`src/hdl/kfsi_pkg.sv`:
```
// Shared constants and types for the keyframe seek index.
`timescale 1ns / 1ps

package kfsi_pkg;

	localparam int DEF_TABLE_DEPTH = 4096;
	localparam int DEF_TIME_BITS   = 40;
	localparam int GOP_BITS        = 32;

	localparam logic [GOP_BITS-1:0] RESET_GAP = 32'd2000;

	// configuration register indexes
	localparam logic CFG_DURATION = 1'b0;
	localparam logic CFG_FALLBACK = 1'b1;

	// input item kinds
	localparam logic KIND_LOAD  = 1'b0;
	localparam logic KIND_QUERY = 1'b1;

	// remainder unit response
	typedef struct packed {
		logic                done;
		logic [GOP_BITS-1:0] rem;
	} div_rsp_t;

endpackage

```
`src/hdl/kfsi_rem_div.sv`:
```
// Bit-serial restoring remainder unit for the estimated keyframe grid.
`timescale 1ns / 1ps

module kfsi_rem_div #(
	parameter int N_BITS = kfsi_pkg::DEF_TIME_BITS
) (
	input  logic                          clk,
	input  logic                          arst_n,
	input  logic                          start,
	input  logic [N_BITS-1:0]             dividend,
	input  logic [kfsi_pkg::GOP_BITS-1:0] divisor,
	output kfsi_pkg::div_rsp_t            rsp
);

	localparam int D  = kfsi_pkg::GOP_BITS;
	localparam int SW = $clog2(N_BITS + 1);

	logic          busy_q;
	logic          done_q;
	logic [SW-1:0] steps_q;
	logic [N_BITS-1:0] num_q;
	logic [D:0]    rem_q;
	logic [D-1:0]  div_q;
	logic [D:0]    trial;
	logic [D:0]    rem_nxt;

	always_comb begin
		trial   = {rem_q[D-1:0], num_q[N_BITS-1]};
		rem_nxt = (trial >= {1'b0, div_q}) ? (trial - {1'b0, div_q}) : trial;
	end

	always_ff @(posedge clk or negedge arst_n) begin
		if (!arst_n) begin
			busy_q  <= 1'b0;
			done_q  <= 1'b0;
			steps_q <= '0;
		end else begin
			done_q <= 1'b0;
			if (start) begin
				busy_q  <= 1'b1;
				steps_q <= SW'(N_BITS);
			end else if (busy_q) begin
				steps_q <= steps_q - SW'(1);
				if (steps_q == SW'(1)) begin
					busy_q <= 1'b0;
					done_q <= 1'b1;
				end
			end
		end
	end

	always_ff @(posedge clk) begin
		if (start) begin
			num_q <= dividend;
			div_q <= divisor;
			rem_q <= '0;
		end else if (busy_q) begin
			num_q <= num_q << 1;
			rem_q <= rem_nxt;
		end
	end

	assign rsp.done = done_q;
	assign rsp.rem  = rem_q[D-1:0];

endmodule

```
`config.mk`:
```
export PLATFORM = sky130hd
export DESIGN_NAME = kfsi_rem_div
export DESIGN_NICKNAME = d
export VERILOG_FILES = /design/src/hdl/kfsi_pkg.sv /design/src/hdl/kfsi_rem_div.sv
export SDC_FILE = /design/constraint.sdc
export NUM_CORES = 1
export LEC_CHECK = 0
export ABC_AREA = 1
export BUFFER_PORTS_ARGS = -buffer_cell sky130_fd_sc_hd__buf_2
export CORE_ASPECT_RATIO = 1.1
export CORE_MARGIN = 3
export CORE_UTILIZATION = 58
export DETAILED_ROUTE_END_ITERATION = 12
export MAX_ROUTING_LAYER = met4
export PLACE_DENSITY = 0.88
export SLEW_MARGIN = 25
export SYNTH_ARGS = -nofsm -noshare
export SYNTH_HDL_FRONTEND = slang
export SYNTH_SLANG_ARGS = --single-unit
```
`constraint.sdc`:
```
create_clock -name clk -period 2.8 [get_ports clk]
set_input_delay 0.14 -clock clk [delete_from_list [all_inputs] [get_ports clk]]
set_output_delay 0.14 -clock clk [all_outputs]
set_load 0.02 [all_outputs]
```
# ---- Word level (Yosys, flattened, before mapping)
# Index checks and enable logic that the tools add are counted.
dict set report classes {
  n_addsub 2
  order_cmp 1
  eq_ne 1
  mux 11
  reduce_logical 1
}
# op n
set op_table {}
lappend op_table {{40-bit 2-to-1 mux} 2}
lappend op_table {{33-bit by 32-bit greater-or-equal comparator with 1-bit output} 1}
lappend op_table {{32-bit 2-to-1 mux} 1}
lappend op_table {{32-bit subtractor} 1}
lappend op_table {{6-bit 2-to-1 mux} 2}
lappend op_table {{6-bit by 1-bit equality test with 1-bit output, second input constant} 1}
lappend op_table {{1-bit 2-to-1 mux} 6}
lappend op_table {{6-bit by 1-bit subtractor with 6-bit output, second input constant} 1}
lappend op_table {{2-bit nonzero test} 1}
dict set report word_totals {
  ff_bits 112
  out_inout_bits 33
}

# ---- Longest topological paths before layout
dict set report logic_depth {
  depth_word 4
  mapped_depth 16
}

# ---- Least setup slack after synthesis
# OpenSTA, ideal clock, no wires.
dict set report synth_timing {
  kind {in2reg}
  startpoint {input port start}
  endpoint {register num_q[0] (enable)}
  setup_time_ns 0.421
  arrival_ns 1.947
  setup_slack_ns 0.432
  stages 4
  cell_sequence {clkbuf_1 > nor2_1 > inv_1 > clkbuf_1}
}
dict set report synth_between {
  elab_chain_len 1
}
# item line_no
set synth_rtl {}
lappend synth_rtl {{from (decl)} kfsi_rem_div.sv:9} ;# input logic start,
lappend synth_rtl {{2-bit nonzero test (no line)} -}
lappend synth_rtl {{to (signal assigned)} kfsi_rem_div.sv:54} ;# num_q <= dividend;
lappend synth_rtl {{to (signal assigned)} kfsi_rem_div.sv:58} ;# num_q <= num_q << 1;
lappend synth_rtl {{to (decl)} kfsi_rem_div.sv:21} ;# logic [N_BITS-1:0] num_q;
# No other way between the ends.
# A chain may end at the register's enable or synchronous reset.

# ---- Worst setup path after layout
dict set report layout_timing {
  startpoint {register rem_q[29]}
  endpoint {register rem_q[18]}
}
dict set report layout_between {
  elab_chain_len 2
}
# item line_no
set layout_rtl {}
lappend layout_rtl {{from (decl)} kfsi_rem_div.sv:22} ;# logic [D:0] rem_q;
lappend layout_rtl {{from (signal assigned)} kfsi_rem_div.sv:59} ;# rem_q <= rem_nxt;
lappend layout_rtl {{33-bit by 32-bit greater-or-equal comparator with 1-bit output} kfsi_rem_div.sv:29} ;# rem_nxt = (trial >= {1'b0, div_q}) ? (trial - {1'b0, div_q}) : trial;
lappend layout_rtl {{32-bit 2-to-1 mux} kfsi_rem_div.sv:29}
# No other way between the ends.

==> flow_metrics.env <==
export IMPL_outcome="finished, final reports clean"
export IMPL_worstRegToRegCells=10
export IMPL_slew_headroom_pct=51.0
export IMPL_synth_edf_count=72
export IMPL_hpwl_mm=13.3
export IMPL_crit_required_ps=3090
export IMPL_syn_instance_count=1014
export IMPL_final_cells=1307
export IMPL_power_mw=6.81
export IMPL_seq_power_share_pct=32.6
export IMPL_netlist_area_sq_um=7170
export IMPL_hold_viol_final=0
export IMPL_crit_arrival_ps=2830
export IMPL_r2r_end="rem_q[18]$_SDFFE_PP0P_"
export IMPL_ant_nets=0
export IMPL_port_buffers=107
export IMPL_ys_flop_type="edfxtp_1"
export IMPL_place_ws_ps=329
export IMPL_drv_cap=0
export IMPL_dr_pass1_iters=5
export IMPL_clk_pin_slew_ps=80
export IMPL_endpoint="rem_q[18]$_SDFFE_PP0P_"
export IMPL_comb_power_share_pct=48.8
export IMPL_ys_warn_count=0
export IMPL_max_freq_mhz=393
export IMPL_syn_nets=1124
export IMPL_ys_async_sr_fraction_pct=7.14
export IMPL_p_leak_nw=4.67
export IMPL_dp_cells=1258
export IMPL_vdd_drop_max_mv=0.668
export IMPL_core_area_sq_um=11700
export IMPL_avgViaCountPerCell=5.12
export IMPL_syn_avg_cell_area_sq_um=7.07
export IMPL_seq_area_frac_synth_pct=41.9
export IMPL_worst_pin_slew_ps=735
export IMPL_wl_per_cell_microns=13.9
export IMPL_fillers=955
export IMPL_antenna_found_initial=0
export IMPL_grt_ovfl_total=0
export IMPL_fin_skew_ps=14.3
export IMPL_htree_num_levels=3
export IMPL_clk_latency_ps=370
export IMPL_crit_type="reg2reg"
export IMPL_startpoint_type="flip-flop"
export IMPL_drc_errors=0
export IMPL_pin_count=108
export IMPL_fin_crit_ps=2540
export IMPL_synthDistinctLibCells=32
export IMPL_final_util_pct=71.9
export IMPL_grt_pass1_wl_mm=30.4
export IMPL_ff2ff_setup_slack_ps=260
export IMPL_drtIter0Drc=485
export IMPL_die_area_sq_um=13700
export IMPL_wirelength_mm=18.2
export IMPL_cts_resized=0
export IMPL_track_usage_pct=28.3
export IMPL_setup_viol=0
export IMPL_fp_dieW_microns=112
export IMPL_min_path_type="in2reg"
export IMPL_cts_buffers=9
export IMPL_clock_sinks=112
export IMPL_grt_max_degree=60
export IMPL_diodes=0
export IMPL_p_switching_mw=2.98
export IMPL_clock_path_buffers=2
export IMPL_clkPwrFrac_pct=18.5
export IMPL_place_congestion=0.979
export IMPL_crit_start="rem_q[29]$_SDFFE_PP0P_"
export IMPL_nNetsFinal=1262
export IMPL_intPower_mw=3.83
export IMPL_via_count=6691
export IMPL_rsz0062_at_grt="false"
export IMPL_crit_path_max_fanout=31
export IMPL_grt_pass1_vias=6480
export IMPL_drive_gt1_share_pct=12.9
export IMPL_cts_root_buf="clkbuf_16"
export IMPL_die_height_microns=123
export IMPL_p_sw_share_pct=43.7
export IMPL_timing_final_ws_setup_ps=257
export IMPL_ys_seq_elements=112
export IMPL_endpoint_kind="flip-flop"
export IMPL_placementRows=41
export IMPL_period_share_pct=90.8
export IMPL_power_per_cell_area_nw_per_um2=806
export IMPL_r2r_start="rem_q[29]$_SDFFE_PP0P_"
export IMPL_cts_tree="yes"
export IMPL_setup_tns_ps=0
export IMPL_syn2layout_area_growth_pct=17.8
export IMPL_initial_core_util_pct=61.0
export IMPL_finalMaxSlewViolations=0
==> power by group through the flow <==
stage	clock [mW]	sequential, mW	combinational, mW
after floorplan	0	2.41	2.29
after global placement	0	2.24	3.17
after detailed placement	0	2.26	3.24
after CTS	1.27	2.22	3.29
after global routing	1.34	2.26	3.76
final	1.26	2.22	3.32
==> metal layers <==
| layer | GRT usage (%) | wire (microns) | up-vias |
|---|---|---|---|
| li1 | - | - | 3411 |
| met5 | - | 0 | - |
| met1 | 34.0 | 7760 | 3002 |
| met4 | 9.99 | 447 | 0 |
| met2 | 48.5 | 8750 | 241 |
| met3 | 4.88 | 1210 | 37 |
==> critical path, stage by stage, from the launching register on <==
cell and delay, ps:
dfxtp_1 350, ha_1 370, a21oi_1 240, o21ai_0 110
nor2_1 160, nand3_2 110, nor2_4 420, nand2_4 380
nand2_1 160, nand3_1 70, o21ai_1 90
==> metrics by stage <==
step	hold slack (ps)	area, sq um
after floorplan	-156	7170
after global routing	47.9	8450
final	38.3	8450
after CTS	35.6	8450
after global placement	-6.86	7840
after detailed placement	-11.6	7840
==> cells by family after synthesis <==
family	after synthesis	share of synthesized area, %
simple gates	592	34.7
flops	112	41.9
buf+inv	211	11.8
compound gates	50	3.63
xor+xnor	14	1.71
fa+ha+maj	35	6.21
==> registers in the layout (all words and copies together), names as in the netlist <==
register and count:
rem_q 32, steps_q 6, div_q 32, done_q 1, busy_q 1, num_q 40
==> cell type report <==
| type | count | area [sq um] | share of cell area, % |
|---|---|---|---|
| multi-input cells | 691 | 3320 | 39.3 |
| flip-flops and latches | 112 | 3000 | 35.6 |
| repair buffers | 152 | 956 | 11.3 |
| inverters | 186 | 698 | 8.27 |
| clock buffers | 9 | 225 | 2.67 |
| well taps | 150 | 188 | 2.22 |
| clock inverters | 7 | 55.1 | 0.652 |
==> how the worst min path moves through the flow <==
stage | start | to | cells past startpoint
2_1_floorplan | arst_n | busy_q$_DFF_PN0_ | 0
5_1_grt | dividend[1] | num_q[1]$_DFFE_PP_ | 3
6_report | dividend[0] | num_q[0]$_SDFFCE_PN0P_ | 3
3_3_place_gp | arst_n | steps_q[4]$_DFFE_PN0P_ | 1
4_1_cts | dividend[12] | num_q[12]$_DFFE_PP_ | 3
3_5_place_dp | arst_n | steps_q[4]$_DFFE_PN0P_ | 1
==> placed cells by master (no fill, tap or decap), types with 16 or more instances in the layout <==
master,instances
a21oi_1,22
buf_2,107
dfxtp_1,32
dlygate4sd3_1,33
edfxtp_1,72
ha_1,34
inv_1,183
nand2_1,424
nand3_1,79
nand3b_1,20
nor2_1,45
o21ai_1,16
==> repair_timing <==
| action | 4_1_cts | 5_1_grt |
|---|---|---|
| buffers inserted | 0 | 0 |
| hold endpoints to repair | 40 | 0 |
| hold buffers | 33 | 0 |
==> synth_stat cells, drive strengths merged (2+ instances only) <==
library cell  count  area share (%)
o21ai            25             1.8
clkbuf           13            0.68
nand3            82             5.9
nor2             48             2.7
and2              2            0.17
nor3              7            0.49
xnor2            14             1.7
buf              12             1.4
nand2           429              23
a21oi            22             1.5
dfxtp            32             8.9
inv             185             9.7
ha               34             5.9
edfxtp           72              30
o21bai            2            0.21
dfrtp             8             2.8
nand4             2            0.17
nand3b           20             2.1
Power figures use the tool's default switching activity.
